`src/hw/rtl/swb_pkg.sv`:
```
`default_nettype none
package swb_pkg;

  // Bus sequencer phases.
  typedef enum logic [3:0] {
    PH_IDLE,
    PH_PRE,
    PH_RST_LOW,
    PH_PRES,
    PH_SETTLE,
    PH_WR_LOW,
    PH_WR_REL,
    PH_RD_LOW,
    PH_RD_WAIT,
    PH_RD_TAIL
  } phase_e;

  // What the front end made of one tick.
  typedef enum logic [2:0] {
    CLS_TICK,
    CLS_RESET,
    CLS_WRITE,
    CLS_READ,
    CLS_IGNORE
  } cls_e;

  localparam logic [1:0] CMD_RESET = 2'd0;
  localparam logic [1:0] CMD_WRITE = 2'd1;
  localparam logic [1:0] CMD_READ  = 2'd2;

  localparam int CfgIdxW  = 3;
  localparam int CfgDataW = 10;

  localparam logic [CfgIdxW-1:0] REG_RESET_LOW       = 3'd0;
  localparam logic [CfgIdxW-1:0] REG_PRESENCE_WINDOW = 3'd1;
  localparam logic [CfgIdxW-1:0] REG_PRESENCE_SETTLE = 3'd2;
  localparam logic [CfgIdxW-1:0] REG_WRITE_ONE_LOW   = 3'd3;
  localparam logic [CfgIdxW-1:0] REG_WRITE_ZERO_LOW  = 3'd4;
  localparam logic [CfgIdxW-1:0] REG_SLOT_RECOVERY   = 3'd5;
  localparam logic [CfgIdxW-1:0] REG_READ_SAMPLE     = 3'd6;
  localparam logic [CfgIdxW-1:0] REG_READ_TAIL       = 3'd7;

  localparam logic [9:0] RST_RESET_LOW       = 10'd500;
  localparam logic [9:0] RST_PRESENCE_WINDOW = 10'd300;
  localparam logic [9:0] RST_PRESENCE_SETTLE = 10'd200;
  localparam logic [7:0] RST_WRITE_ONE_LOW   = 8'd7;
  localparam logic [7:0] RST_WRITE_ZERO_LOW  = 8'd65;
  localparam logic [7:0] RST_SLOT_RECOVERY   = 8'd5;
  localparam logic [7:0] RST_READ_SAMPLE     = 8'd12;
  localparam logic [7:0] RST_READ_TAIL       = 8'd65;

  localparam int QueueDepth = 2;

  typedef struct packed {
    logic [9:0] reset_low_time;
    logic [9:0] presence_window;
    logic [9:0] presence_settle;
    logic [7:0] write_one_low;
    logic [7:0] write_zero_low;
    logic [7:0] slot_recovery;
    logic [7:0] read_sample_delay;
    logic [7:0] read_slot_tail;
  } cfg_t;

  typedef struct packed {
    cls_e       cls;
    logic [7:0] write_data;
    logic       line_level;
  } item_t;

  typedef struct packed {
    logic       drive_low;
    logic       busy_res;
    logic       done_res;
    logic       presence;
    logic [7:0] read_data;
    logic       rejected;
  } res_t;

endpackage
`default_nettype wire

```
`src/hw/rtl/single_wire_bus_master.sv`:
```
// Single-wire bus master, one input transfer per microsecond tick.
// Input side is a queue: push with start_req_i, command_i, write_data_i and
// the sampled line_level_i; a transfer happens when push is high and full
// is low. Every tick gives exactly one result on the output queue: drive_low_o,
// busy_res_o, done_res_o, presence_o, read_data_o and rejected_o, shown while
// empty is low and taken when pop is high.
// Configuration is a write port (cfg_we_i, cfg_idx_i, cfg_data_i) taking one
// register per cycle; write it only while no tick is in flight.
// The input queue holds the tick until the sequencer takes it and writes its
// result into the output queue, from which the result is popped. The block
// takes one tick per cycle while the result queue has room; the sequencer
// updates its phase, timer and shift byte once per tick.
// Both queues hold two entries, so the front keeps accepting while a result
// waits; when pop stays low the result queue fills, the sequencer holds its
// state and full rises once the input queue fills as well.
// Reset empties both queues, puts the sequencer in idle with presence and
// read data at zero, and loads the default timing registers.
`default_nettype none
module single_wire_bus_master #(
  parameter int TimerBits      = 10,
  parameter int PrechargeTicks = 20
) (
  input  wire logic                         clk_i,
  input  wire logic                         rst_ni,
  input  wire logic                         push,
  output logic                              full,
  input  wire logic                         start_req_i,
  input  wire logic [1:0]                   command_i,
  input  wire logic [7:0]                   write_data_i,
  input  wire logic                         line_level_i,
  output logic                              empty,
  input  wire logic                         pop,
  output logic                              drive_low_o,
  output logic                              busy_res_o,
  output logic                              done_res_o,
  output logic                              presence_o,
  output logic      [7:0]                   read_data_o,
  output logic                              rejected_o,
  input  wire logic                         cfg_we_i,
  input  wire logic [swb_pkg::CfgIdxW-1:0]  cfg_idx_i,
  input  wire logic [swb_pkg::CfgDataW-1:0] cfg_data_i
);
  import swb_pkg::*;

  cfg_t  cfg;
  item_t item;
  res_t  res;
  logic  item_valid, item_ready;

  swb_cfg u_cfg (
    .clk_i      (clk_i),
    .rst_ni     (rst_ni),
    .cfg_we_i   (cfg_we_i),
    .cfg_idx_i  (cfg_idx_i),
    .cfg_data_i (cfg_data_i),
    .cfg_o      (cfg)
  );

  swb_front u_front (
    .clk_i        (clk_i),
    .rst_ni       (rst_ni),
    .push         (push),
    .full         (full),
    .start_req_i  (start_req_i),
    .command_i    (command_i),
    .write_data_i (write_data_i),
    .line_level_i (line_level_i),
    .item_valid_o (item_valid),
    .item_ready_i (item_ready),
    .item_o       (item)
  );

  swb_back #(
    .TimerBits      (TimerBits),
    .PrechargeTicks (PrechargeTicks)
  ) u_back (
    .clk_i        (clk_i),
    .rst_ni       (rst_ni),
    .cfg_i        (cfg),
    .item_valid_i (item_valid),
    .item_ready_o (item_ready),
    .item_i       (item),
    .res_o        (res),
    .empty_o      (empty),
    .pop_i        (pop)
  );

  assign drive_low_o = res.drive_low;
  assign busy_res_o  = res.busy_res;
  assign done_res_o  = res.done_res;
  assign presence_o  = res.presence;
  assign read_data_o = res.read_data;
  assign rejected_o  = res.rejected;

`ifndef ASSERT_OFF
  // A finished command leaves the bus idle after that tick.
  a_done_not_busy: assert property (@(posedge clk_i) disable iff (!rst_ni)
    (!empty && done_res_o) |-> !busy_res_o)
    else $error("done reported while still busy");

  // Every pull-low phase is followed by another phase of the same command.
  a_drive_busy: assert property (@(posedge clk_i) disable iff (!rst_ni)
    (!empty && drive_low_o) |-> busy_res_o)
    else $error("line driven low on a tick that ends the command");

  // With room for results, a waiting tick is taken by the sequencer.
  a_back_takes: assert property (@(posedge clk_i) disable iff (!rst_ni)
    (item_valid && empty) |-> item_ready)
    else $error("sequencer stalled with an empty result queue");
`endif

endmodule
`default_nettype wire

```
`src/hw/rtl/swb_queue.sv`:
```
`default_nettype none
module swb_queue #(
  parameter int Width = 8,
  parameter int Depth = 2
) (
  input  wire logic             clk_i,
  input  wire logic             rst_ni,
  input  wire logic             wr_valid_i,
  input  wire logic [Width-1:0] wr_data_i,
  output logic                  full_o,
  input  wire logic             rd_ready_i,
  output logic      [Width-1:0] rd_data_o,
  output logic                  empty_o
);

  localparam int PtrW = (Depth > 1) ? $clog2(Depth) : 1;
  localparam int CntW = $clog2(Depth + 1);

  logic [Width-1:0] mem_q [Depth];
  logic [PtrW-1:0]  wr_ptr_q, wr_ptr_d, rd_ptr_q, rd_ptr_d;
  logic [CntW-1:0]  cnt_q, cnt_d;
  logic             do_wr, do_rd;

  function automatic logic [PtrW-1:0] next_ptr(input logic [PtrW-1:0] p);
    return (p == PtrW'(Depth - 1)) ? '0 : p + 1'b1;
  endfunction

  assign full_o    = (cnt_q == CntW'(Depth));
  assign empty_o   = (cnt_q == '0);
  assign do_wr     = wr_valid_i && !full_o;
  assign do_rd     = rd_ready_i && !empty_o;
  assign rd_data_o = mem_q[rd_ptr_q];

  always_comb begin
    wr_ptr_d = do_wr ? next_ptr(wr_ptr_q) : wr_ptr_q;
    rd_ptr_d = do_rd ? next_ptr(rd_ptr_q) : rd_ptr_q;
    case ({do_wr, do_rd})
      2'b10:   cnt_d = cnt_q + 1'b1;
      2'b01:   cnt_d = cnt_q - 1'b1;
      default: cnt_d = cnt_q;
    endcase
  end

  always_ff @(posedge clk_i or negedge rst_ni) begin
    if (!rst_ni) begin
      wr_ptr_q <= '0;
      rd_ptr_q <= '0;
      cnt_q    <= '0;
    end else begin
      wr_ptr_q <= wr_ptr_d;
      rd_ptr_q <= rd_ptr_d;
      cnt_q    <= cnt_d;
    end
  end

  always_ff @(posedge clk_i) begin
    if (do_wr) begin
      mem_q[wr_ptr_q] <= wr_data_i;
    end
  end

endmodule
`default_nettype wire

```
`src/hw/rtl/swb_front.sv`:
```
`default_nettype none
module swb_front (
  input  wire logic        clk_i,
  input  wire logic        rst_ni,
  input  wire logic        push,
  output logic             full,
  input  wire logic        start_req_i,
  input  wire logic [1:0]  command_i,
  input  wire logic [7:0]  write_data_i,
  input  wire logic        line_level_i,
  output logic             item_valid_o,
  input  wire logic        item_ready_i,
  output swb_pkg::item_t   item_o
);
  import swb_pkg::*;

  item_t item_in;
  logic  queue_empty;

  // Decode the request once here so the sequencer only sees a class.
  always_comb begin
    item_in.write_data = write_data_i;
    item_in.line_level = line_level_i;
    if (!start_req_i) begin
      item_in.cls = CLS_TICK;
    end else begin
      case (command_i)
        CMD_RESET: item_in.cls = CLS_RESET;
        CMD_WRITE: item_in.cls = CLS_WRITE;
        CMD_READ:  item_in.cls = CLS_READ;
        default:   item_in.cls = CLS_IGNORE;
      endcase
    end
  end

  swb_queue #(
    .Width($bits(item_t)),
    .Depth(QueueDepth)
  ) u_queue (
    .clk_i      (clk_i),
    .rst_ni     (rst_ni),
    .wr_valid_i (push),
    .wr_data_i  (item_in),
    .full_o     (full),
    .rd_ready_i (item_ready_i),
    .rd_data_o  (item_o),
    .empty_o    (queue_empty)
  );

  assign item_valid_o = !queue_empty;

endmodule
`default_nettype wire

```
`src/hw/rtl/swb_cfg.sv`:
```
`default_nettype none
module swb_cfg (
  input  wire logic                         clk_i,
  input  wire logic                         rst_ni,
  input  wire logic                         cfg_we_i,
  input  wire logic [swb_pkg::CfgIdxW-1:0]  cfg_idx_i,
  input  wire logic [swb_pkg::CfgDataW-1:0] cfg_data_i,
  output swb_pkg::cfg_t                     cfg_o
);
  import swb_pkg::*;

  cfg_t cfg_q, cfg_d;

  always_comb begin
    cfg_d = cfg_q;
    if (cfg_we_i) begin
      case (cfg_idx_i)
        REG_RESET_LOW:       cfg_d.reset_low_time    = cfg_data_i;
        REG_PRESENCE_WINDOW: cfg_d.presence_window   = cfg_data_i;
        REG_PRESENCE_SETTLE: cfg_d.presence_settle   = cfg_data_i;
        REG_WRITE_ONE_LOW:   cfg_d.write_one_low     = cfg_data_i[7:0];
        REG_WRITE_ZERO_LOW:  cfg_d.write_zero_low    = cfg_data_i[7:0];
        REG_SLOT_RECOVERY:   cfg_d.slot_recovery     = cfg_data_i[7:0];
        REG_READ_SAMPLE:     cfg_d.read_sample_delay = cfg_data_i[7:0];
        REG_READ_TAIL:       cfg_d.read_slot_tail    = cfg_data_i[7:0];
        default:             cfg_d = cfg_q;
      endcase
    end
  end

  always_ff @(posedge clk_i or negedge rst_ni) begin
    if (!rst_ni) begin
      cfg_q.reset_low_time    <= RST_RESET_LOW;
      cfg_q.presence_window   <= RST_PRESENCE_WINDOW;
      cfg_q.presence_settle   <= RST_PRESENCE_SETTLE;
      cfg_q.write_one_low     <= RST_WRITE_ONE_LOW;
      cfg_q.write_zero_low    <= RST_WRITE_ZERO_LOW;
      cfg_q.slot_recovery     <= RST_SLOT_RECOVERY;
      cfg_q.read_sample_delay <= RST_READ_SAMPLE;
      cfg_q.read_slot_tail    <= RST_READ_TAIL;
    end else begin
      cfg_q <= cfg_d;
    end
  end

  assign cfg_o = cfg_q;

endmodule
`default_nettype wire

```
`src/hw/rtl/swb_back.sv`:
```
`default_nettype none
module swb_back #(
  parameter int TimerBits      = 10,
  parameter int PrechargeTicks = 20
) (
  input  wire logic   clk_i,
  input  wire logic   rst_ni,
  input  wire swb_pkg::cfg_t  cfg_i,
  input  wire logic   item_valid_i,
  output logic        item_ready_o,
  input  wire swb_pkg::item_t item_i,
  output swb_pkg::res_t  res_o,
  output logic        empty_o,
  input  wire logic   pop_i
);
  import swb_pkg::*;

  // Phase lengths fit in 11 bits before saturation to the timer width.
  localparam int LenW = 11;
  localparam int CmpW = (TimerBits > LenW) ? TimerBits : LenW;
  localparam logic [CmpW-1:0] TMaxExt = CmpW'({TimerBits{1'b1}});
  localparam logic [LenW-1:0] PreLen  = LenW'(PrechargeTicks);

  phase_e               phase_q, phase_d, ph_s;
  logic [TimerBits-1:0] timer_q, timer_d, tm_s;
  logic [2:0]           bit_idx_q, bit_idx_d, bi_s;
  logic [7:0]           shift_q, shift_d, sh_s;
  logic [7:0]           last_rd_q, last_rd_d;
  logic                 pres_q, pres_d;
  logic                 fin, rejected, take, res_full;
  res_t                 res_in;

  function automatic logic [LenW-1:0] max1(input logic [LenW-1:0] v);
    return (v == '0) ? LenW'(1) : v;
  endfunction

  function automatic logic [TimerBits-1:0] sat(input logic [LenW-1:0] len);
    logic [CmpW-1:0] len_ext;
    len_ext = CmpW'(len);
    return (len_ext > TMaxExt) ? TimerBits'(TMaxExt) : TimerBits'(len_ext);
  endfunction

  assign take         = item_valid_i && !res_full;
  assign item_ready_o = !res_full;

  // A start on an idle bus opens its first phase on this same tick.
  always_comb begin : start_stage
    ph_s     = phase_q;
    tm_s     = timer_q;
    bi_s     = bit_idx_q;
    sh_s     = shift_q;
    rejected = (item_i.cls != CLS_TICK) && (phase_q != PH_IDLE);
    if (phase_q == PH_IDLE) begin
      case (item_i.cls)
        CLS_RESET: begin
          bi_s = '0;
          ph_s = PH_PRE;
          tm_s = sat(PreLen);
        end
        CLS_WRITE: begin
          bi_s = '0;
          sh_s = item_i.write_data;
          ph_s = PH_WR_LOW;
          tm_s = item_i.write_data[0] ? sat(max1(LenW'(cfg_i.write_one_low)))
                                      : sat(max1(LenW'(cfg_i.write_zero_low)));
        end
        CLS_READ: begin
          bi_s = '0;
          sh_s = '0;
          ph_s = PH_RD_LOW;
          tm_s = sat(LenW'(1));
        end
        default: ph_s = phase_q;
      endcase
    end
  end

  always_comb begin : next_state
    logic leave, tail_end;
    phase_d   = ph_s;
    timer_d   = tm_s;
    bit_idx_d = bi_s;
    shift_d   = sh_s;
    pres_d    = pres_q;
    last_rd_d = last_rd_q;
    fin       = 1'b0;
    leave     = 1'b0;
    tail_end  = 1'b0;

    if (ph_s != PH_IDLE) begin
      if (ph_s == PH_PRES && !item_i.line_level) begin
        pres_d = 1'b1;
        leave  = 1'b1;
      end else begin
        if (timer_d != '0) begin
          timer_d = timer_d - 1'b1;
        end
        if (timer_d == '0) begin
          if (ph_s == PH_RD_WAIT) begin
            shift_d[bi_s] = item_i.line_level;
          end
          if (ph_s == PH_PRES) begin
            pres_d = 1'b0;
          end
          leave = 1'b1;
        end
      end
    end

    if (leave) begin
      case (ph_s)
        PH_PRE: begin
          phase_d = PH_RST_LOW;
          timer_d = sat(max1(LenW'(cfg_i.reset_low_time)));
        end
        PH_RST_LOW: begin
          phase_d = PH_PRES;
          timer_d = sat(max1(LenW'(cfg_i.presence_window)));
        end
        PH_PRES: begin
          phase_d = PH_SETTLE;
          timer_d = sat(LenW'(cfg_i.presence_settle));
          // An empty settle time finishes the reset right away.
          if (timer_d == '0) begin
            phase_d = PH_IDLE;
            fin     = 1'b1;
          end
        end
        PH_SETTLE: begin
          phase_d = PH_IDLE;
          timer_d = '0;
          fin     = 1'b1;
        end
        PH_WR_LOW: begin
          phase_d = PH_WR_REL;
          timer_d = sat((shift_d[bi_s] ? max1(LenW'(cfg_i.write_zero_low))
                                       : max1(LenW'(cfg_i.write_one_low)))
                        + LenW'(cfg_i.slot_recovery));
        end
        PH_WR_REL: begin
          if (bi_s == 3'd7) begin
            phase_d   = PH_IDLE;
            timer_d   = '0;
            bit_idx_d = '0;
            fin       = 1'b1;
          end else begin
            bit_idx_d = bi_s + 1'b1;
            phase_d   = PH_WR_LOW;
            timer_d   = shift_d[bit_idx_d] ? sat(max1(LenW'(cfg_i.write_one_low)))
                                           : sat(max1(LenW'(cfg_i.write_zero_low)));
          end
        end
        PH_RD_LOW: begin
          phase_d = PH_RD_WAIT;
          timer_d = sat(max1(LenW'(cfg_i.read_sample_delay)));
        end
        PH_RD_WAIT: begin
          phase_d = PH_RD_TAIL;
          timer_d = sat(LenW'(cfg_i.read_slot_tail));
          // An empty tail goes straight on to the next slot or the end.
          tail_end = (timer_d == '0);
        end
        PH_RD_TAIL: tail_end = 1'b1;
        default: begin
          phase_d = PH_IDLE;
          timer_d = '0;
        end
      endcase
    end

    if (tail_end) begin
      if (bi_s == 3'd7) begin
        last_rd_d = shift_d;
        phase_d   = PH_IDLE;
        timer_d   = '0;
        bit_idx_d = '0;
        fin       = 1'b1;
      end else begin
        bit_idx_d = bi_s + 1'b1;
        phase_d   = PH_RD_LOW;
        timer_d   = sat(LenW'(1));
      end
    end
  end

  always_comb begin : outputs
    res_in.drive_low = (ph_s == PH_RST_LOW) || (ph_s == PH_WR_LOW) || (ph_s == PH_RD_LOW);
    res_in.busy_res  = (phase_d != PH_IDLE);
    res_in.done_res  = fin;
    res_in.presence  = pres_d;
    res_in.read_data = last_rd_d;
    res_in.rejected  = rejected;
  end

  always_ff @(posedge clk_i or negedge rst_ni) begin
    if (!rst_ni) begin
      phase_q   <= PH_IDLE;
      timer_q   <= '0;
      bit_idx_q <= '0;
      shift_q   <= '0;
      last_rd_q <= '0;
      pres_q    <= 1'b0;
    end else if (take) begin
      phase_q   <= phase_d;
      timer_q   <= timer_d;
      bit_idx_q <= bit_idx_d;
      shift_q   <= shift_d;
      last_rd_q <= last_rd_d;
      pres_q    <= pres_d;
    end
  end

  swb_queue #(
    .Width($bits(res_t)),
    .Depth(QueueDepth)
  ) u_res_queue (
    .clk_i      (clk_i),
    .rst_ni     (rst_ni),
    .wr_valid_i (take),
    .wr_data_i  (res_in),
    .full_o     (res_full),
    .rd_ready_i (pop_i),
    .rd_data_o  (res_o),
    .empty_o    (empty_o)
  );

endmodule
`default_nettype wire
```
`config.mk`:
```
export PLATFORM = sky130hd
export DESIGN_NAME = single_wire_bus_master
export DESIGN_NICKNAME = d
export VERILOG_FILES = /design/src/hw/rtl/swb_pkg.sv /design/src/hw/rtl/single_wire_bus_master.sv /design/src/hw/rtl/swb_queue.sv /design/src/hw/rtl/swb_front.sv /design/src/hw/rtl/swb_cfg.sv /design/src/hw/rtl/swb_back.sv
export SDC_FILE = /design/constraint.sdc
export NUM_CORES = 1
export LEC_CHECK = 0
export ABC_AREA = 1
export BUFFER_PORTS_ARGS = -buffer_cell sky130_fd_sc_hd__buf_4
export CAP_MARGIN = 15
export CORE_ASPECT_RATIO = 0.9
export CORE_MARGIN = 2
export CORE_UTILIZATION = 55
export DETAILED_ROUTE_END_ITERATION = 12
export PLACE_DENSITY_LB_ADDON = 0.3
export SLEW_MARGIN = 30
export SYNTH_ARGS = -nofsm -noshare
export SYNTH_HDL_FRONTEND = slang
export SYNTH_HIERARCHICAL = 1
export SYNTH_SLANG_ARGS = --single-unit
```
`constraint.sdc`:
```
create_clock -name clk_i -period 6 [get_ports clk_i]
set_clock_uncertainty 0.1 [all_clocks]
set_input_delay 0.9 -clock clk_i [delete_from_list [all_inputs] [get_ports clk_i]]
set_output_delay 0.9 -clock clk_i [all_outputs]
set_load 0.005 [all_outputs]
```
==> results of run 1 <==
## stage by stage
| step | area (µm²) | setup TNS [ps] | total power, mW |
|---|---|---|---|
| after CTS | 10910 | 0 | 5.994 |
| after floorplan | 9702 | 0 | 3.950 |
| after global routing | 11390 | -345.9 | 6.919 |
| final | 11390 | 0 | 6.493 |
| after detailed placement | 10280 | -72.88 | 4.858 |
| after global placement | 10280 | 0 | 4.809 |
## power by group through the flow
stage	Clock, mW	Sequential (mW)	Combinational [mW]
5_1_grt	1.11	1.75	4.06
3_5_place_dp	0	1.73	3.13
4_1_cts	1.06	1.71	3.22
3_3_place_gp	0	1.72	3.09
2_1_floorplan	0	1.66	2.29
6_report	1.04	1.72	3.73
## kinds of logic (layout without fill, tap and decap cells)
group / Yosys count / after routing
buffers and inverters: 188 / 279
adders and majority gates: 19 / 19
xor gates and xnor gates: 10 / 10
and+or+nand+nor: 749 / 751
DFF: 162 / 162
muxes: 3 / 3
AOI/OAI and AO/OA: 148 / 148
## worst min path at each step
| stage | to | cells after the start | slack, ps |
|---|---|---|---|
| 2_1_floorplan | u_cfg/cfg_o[1]$_DFFE_PN0P_ | 2 | 340 |
| 3_3_place_gp | u_cfg/cfg_o[0]$_DFFE_PN1P_ | 2 | 350 |
| 3_5_place_dp | u_cfg/cfg_o[0]$_DFFE_PN1P_ | 2 | 360 |
| 4_1_cts | u_cfg/cfg_o[0]$_DFFE_PN1P_ | 2 | 370 |
| 5_1_grt | u_cfg/cfg_o[53]$_DFFE_PN1P_ | 2 | 380 |
| 6_report | u_back/shift_q[0]$_DFFE_PN0P_ | 1 | 350 |
## cell type report
| type | count | area (µm²) | share of cell area [%] |
|---|---|---|---|
| Multi-Input combinational cell | 931 | 4832 | 42.41 |
| Clock inverter | 12 | 100.1 | 0.8785 |
| Clock buffer | 20 | 467.9 | 4.107 |
| Sequential cell | 162 | 4335 | 38.05 |
| Tap cell | 240 | 300.3 | 2.636 |
| Inverter | 146 | 554.3 | 4.865 |
| Timing Repair Buffer | 101 | 803.3 | 7.050 |
## flip-flops by register name (all words and copies together), names as in the netlist
name	flops
u_back/pres_q	1
u_cfg/cfg_o	70
u_back/bit_idx_q	3
u_front/u_queue/mem_q	24
u_front/u_queue/rd_ptr_q	1
u_back/last_rd_q	8
u_back/u_res_queue/rd_ptr_q	1
u_back/shift_q	8
u_back/u_res_queue/cnt_q	2
u_back/u_res_queue/wr_ptr_q	1
u_front/u_queue/cnt_q	2
u_back/u_res_queue/mem_q	26
u_back/timer_q	10
u_back/phase_q	4
u_front/u_queue/wr_ptr_q	1
## routing by layer
layer / GRT usage (%) / vias up
li1: - / 4323
met1: 44.09 / 4245
met2: 40.62 / 460
met3: 5.284 / 58
met4: 10.03 / 0
met5: 0 / -
## repair_timing
| item | 4_1_cts | 5_1_grt |
|---|---|---|
| pin swaps | 3 | 38 |
| cloned | 1 | 1 |
| setup buffers | 5 | 25 |
| setup endpoints to repair | 2 | 6 |
| resized for setup | 2 | 62 |
## layout by cell type, fill, tap and decap left out, types with 6 or more instances in the layout
cell | Yosys | routed
nor3_1 | 10 | 9
dfstp_2 | 24 | 24
nand2_2 | 23 | 35
nor2_1 | 90 | 82
nand4_1 | 15 | 15
inv_2 | 15 | 17
edfxtp_1 | 50 | 50
nor2_2 | 4 | 8
nor2_4 | 9 | 13
ha_1 | 18 | 16
xor2_1 | 7 | 7
o22ai_1 | 11 | 10
nor4_1 | 9 | 9
a21oi_1 | 22 | 19
nand3_1 | 102 | 98
o21ai_2 | 6 | 6
dfrtp_1 | 88 | 87
o211ai_1 | 8 | 8
nand3_2 | 7 | 10
a211oi_1 | 8 | 6
o21ai_1 | 18 | 15
o21ai_0 | 50 | 50
inv_1 | 129 | 125
nand2_1 | 467 | 453
clkbuf_16 | 0 | 18
nand2_4 | 5 | 7
buf_4 | 12 | 93
==> flow_metrics.tcl, run 1 <==
set metrics [dict create \
    path_buf_inv 7 \
    synth_top_family_by_area "simple AND/OR/NAND/NOR gates" \
    grt_pass1_vias 7879 \
    grt_max_degree 70 \
    slew_headroom_pct 45.03 \
    yosysWarnings 6 \
    vdd_drop_max_uv 311.5 \
    drtPass1Iterations 8 \
    arrival_ps 6060 \
    numClockSinks 162 \
    synth_top_area_cell "dfrtp_1" \
    overflow 0 \
    yosysSeqAreaShare_pct 44.67 \
    drt_iter0_markers 971 \
    seq_power_share_pct 26.5 \
    period_minus_slack_ps 5842 \
    min_path_type "input port to async pin" \
    drive_gt1_share_pct 20.41 \
    ys_seq_elements 162 \
    critical_path_class "register to register" \
    die_y_um 130 \
    track_usage_pct 28.68 \
    outcome "finished, final reports clean" \
    dpl.hpwl_mm 18.81 \
    finalHoldViolations 0 \
    p_leak_nw 5.495 \
    cts_tree "built" \
    synthArstFlopShare_pct 69.14 \
    dp.cells 1548 \
    cts_htree_levels 4 \
    cpMostUsedCell "nand2_2" \
    worst_hold_slack_ps 349.5 \
    wl_met1_mm 12.15 \
    netlist_top_cells_count "nand2_1 (467), inv_1 (129), nand3_1 (102), nor2_1 (90), dfrtp_1 (88)" \
    cts_made_buffers 17 \
    cap_violations 0 \
    path_max_fanout 8 \
    switching_power_mw 3.043 \
    vias 9086 \
    r2r_cells 45 \
    power_density_nw_per_um2 569.9 \
    io_pins 45 \
    synth_top_area_share_pct 22.70 \
    yosysMostFrequentCell "nand2_1" \
    crit_end "u_back/timer_q[7]$_DFFE_PN0P_" \
    synth-adder-area-share_pct 2.528 \
    critPathSlowestCell "dfrtp_2" \
    postRouteAntennaNets 0 \
    final_cells 1612 \
    pre_cts_ws_ps -72.16 \
    synth_area_per_cell_um2 7.585 \
    reg2reg_from "u_front/u_queue/rd_ptr_q$_DFFE_PN0P_" \
    synth_compound_area_share_pct 9.324 \
    maxUsedRoutingLayer "met4" \
    yosys-top-cells-area "dfrtp_1 (23%), nand2_1 (18%), edfxtp_1 (15%), dfstp_2 (6.5%), nand3_1 (5.3%)" \
    cp_num_cells 45 \
    slowest_delay_ps 430 \
    r2r_end "u_back/timer_q[7]$_DFFE_PN0P_" \
    synth_cell_types 54 \
    cts_root_buf "clkbuf_16" \
    hold_buffers 0 \
    buffer_ports.inserted 44 \
    synthToLayoutAreaGrowth_pct 17.44 \
    muxShareOfSynthArea_pct 0.3095 \
    rsz0062_at_grt "true" \
    wl_met2_mm 11.59 \
    gp_congestion 0.9869 \
    drv_slew 0 \
    postSynthCellCount 1279 \
    crit_path_start "u_front/u_queue/rd_ptr_q$_DFFE_PN0P_" \
    clockBufferDepth 2 \
    swShare_pct 46.87 \
    antenna_found_initial 0 \
    synth_edf_count 50 \
    wl_met3_mm 2.496 \
    diodes 0 \
    r2r_setup_slack_ps 160 \
    synth_xor_area_share_pct 0.9028 \
    syn-num-nets 1328 \
    period_share_pct 97.36 \
    start_util_pct 55.63 \
    cp-start-kind "register" \
    fmax_ghz 0.1712 \
    layout_setup_ws_ps 158.3 \
    die_w_um 144 \
    finalSetupViolCount 0 \
    clk_latency_ps 430 \
    worstMarginPinSlew_ps 822.6 \
    grt_pass1_wl_mm 41.37 \
    wl_per_cell_um 16.70 \
    crit_required_ps 6220 \
    fin_util_pct 65.33 \
    clk_pin_slew_ps 60 \
    drc_errors 0 \
    nNetsFinal 1408 \
    synthFlopType "dfrtp_1" \
    synth_area_um2 9702 \
    wl_mm 26.93 \
    clkPwrFrac_pct 16.1 \
    die_area_um2 18720 \
    combPwrFrac_pct 57.4 \
    via_per_inst 5.636 \
    crit_family "simple AND/OR/NAND/NOR gates" \
    n_fill_cell 1499 \
    rows 46 \
    p_int_mw 3.450 \
    endpoint_kind "register" \
    coreArea_um2 17440 \
    yosys.area_share.simple_pct 33.96 \
]
Note: power is estimated with default switching activity, not from simulation.
==> run 2: changes to the inputs <==
- CORE_UTILIZATION: 55 -> 62
==> flow_metrics.tcl, run 2 (same netlist as run 1, synthesis figures left out) <==
set metrics [dict create \
    outcome "finished, final reports clean" \
    cts_root_buf "clkbuf_16" \
    endpoint_kind "register" \
    wl_per_cell_um 16.86 \
    clk_pin_slew_ps 60 \
    p_leak_nw 5.441 \
    via_per_inst 5.678 \
    start_util_pct 63.05 \
    die_y_um 122.7 \
    drc_errors 0 \
    layout_common_cells "nand2_1 (455), inv_1 (123), nand3_1 (101)" \
    postRouteAntennaNets 0 \
    p_int_mw 3.396 \
    worstMarginPinSlew_ps 841.7 \
    drtPass1Iterations 6 \
    synthToLayoutAreaGrowth_pct 15.18 \
    reg2reg_from "u_front/u_queue/rd_ptr_q$_DFFE_PN0P_" \
    antenna_found_initial 0 \
    crit_required_ps 6220 \
    die_area_um2 16670 \
    worstHoldStart "u_cfg/cfg_o[24]$_DFFE_PN1P_" \
    critPathSlowestCell "dfrtp_2" \
    dpl.hpwl_mm 18.80 \
    power_density_nw_per_um2 564.7 \
    numClockSinks 162 \
    path_max_fanout 7 \
    track_usage_pct 32.17 \
    drv_slew 0 \
    final_common_cell "nand2_1" \
    slowest_delay_ps 460 \
    period_minus_slack_ps 5819 \
    finalHoldViolations 0 \
    swShare_pct 46.18 \
    clk_latency_ps 430 \
    io_pins 45 \
    vias 8915 \
    rows 43 \
    hold_buffers 0 \
    layout_setup_ws_ps 181.1 \
    drt_iter0_markers 1121 \
    die_w_um 135.9 \
    drive_gt1_share_pct 19.37 \
    n_fill_cell 1248 \
    grt_pass1_vias 7851 \
    clockBufferDepth 2 \
    grt_max_degree 69 \
    buffer_ports.inserted 44 \
    cts_htree_levels 4 \
    switching_power_mw 2.914 \
    seq_power_share_pct 27.5 \
    cap_violations 0 \
    critical_path_class "register to register" \
    cpMostUsedCell "nand2_2" \
    diodes 0 \
    arrival_ps 6040 \
    cts_tree "built" \
    largest_reg_flops 70 \
    min_path_type "register to register" \
    period_share_pct 96.98 \
    fmax_ghz 0.1719 \
    pre_cts_ws_ps -24.52 \
    coreArea_um2 15390 \
    finalSetupViolCount 0 \
    vdd_drop_max_uv 282.0 \
    clkPwrFrac_pct 16.6 \
    combPwrFrac_pct 55.9 \
    wl_mm 26.47 \
    r2r_setup_slack_ps 180 \
    nNetsFinal 1404 \
    finalSetupTns_ps 0 \
    slew_headroom_pct 43.75 \
    overflow 0 \
    grt_pass1_wl_mm 41.12 \
    cts_made_buffers 17 \
    crit_path_start "u_front/u_queue/rd_ptr_q$_DFFE_PN0P_" \
    gp_congestion 0.9976 \
    cp-start-kind "register" \
]
-- run 2: routing by layer --
metal  vias to the layer above  share of wire (%)  GRT usage, %
met5                         -                  0             0
met4                         0                1.3         8.789
met3                        32                9.8         6.526
met2                       445                 44         46.24
met1                      4126                 45         49.50
li1                       4312                  -             -
-- run 2: final timing paths --
path | end | cells after the start
hold reg to reg | u_cfg/cfg_o[24]$_DFFE_PN1P_ | 2
setup / recovery | u_back/timer_q[4]$_DFFE_PN0P_ | 40
setup reg to reg | u_back/timer_q[4]$_DFFE_PN0P_ | 40
min in group asynchronous | u_front/u_queue/cnt_q[0]$_DFFE_PN0P_ | 1
hold / removal | u_cfg/cfg_o[24]$_DFFE_PN1P_ | 2
max in group asynchronous | u_cfg/cfg_o[11]$_DFFE_PN1P_ | 2
-- run 2: stage by stage --
| stage | total power [mW] | cell area [µm²] | util, % | std cells | hold WS, ps |
|---|---|---|---|---|---|
| floorplan | 3.950 | 9702 | - | 1279 | 341.9 |
| detailed placement | 4.879 | 10250 | 66.65 | 1513 | 354.1 |
| global placement | 4.829 | 10250 | 66.63 | 1513 | 351.1 |
| CTS | 5.942 | 10830 | 70.39 | 1546 | 364.5 |
| global route | 6.754 | 11170 | 72.62 | 1570 | 372.6 |
| finish | 6.310 | 11170 | 72.62 | 1570 | 363.8 |
-- run 2: worst max-delay path: cells and delay by family, from the launching register on --
family	cells	cell delay, ps
buffers and inverters	4	290
AOI/OAI and AO/OA	8	1220
DFF	1	460
adders and majority gates	3	720
and+or+nand+nor	25	2910
-- run 2: area by class of cell --
cell class / instances / area [µm²] / area share [%]
Inverter: 146 / 550.5 / 4.927
Multi-Input combinational cell: 931 / 4730 / 42.32
Clock inverter: 11 / 100.1 / 0.8958
Tap cell: 202 / 252.7 / 2.262
Sequential cell: 162 / 4335 / 38.80
Clock buffer: 21 / 461.7 / 4.132
Timing Repair Buffer: 97 / 744.5 / 6.662
-- run 2: what timing repair did --
action / 4_1_cts / 5_1_grt
pin swaps: 0 / 25
buffers inserted: 1 / 21
cloned: 0 / 3
gates resized for setup: 1 / 49
setup endpoints to repair: 1 / 6
-- run 2: power by group through the flow --
stage	sequential (mW)	combinational, mW	clock [mW]
final	1.73	3.53	1.05
after global routing	1.76	3.88	1.11
after CTS	1.72	3.17	1.05
after detailed placement	1.74	3.14	0
after global placement	1.73	3.10	0
after floorplan	1.66	2.29	0
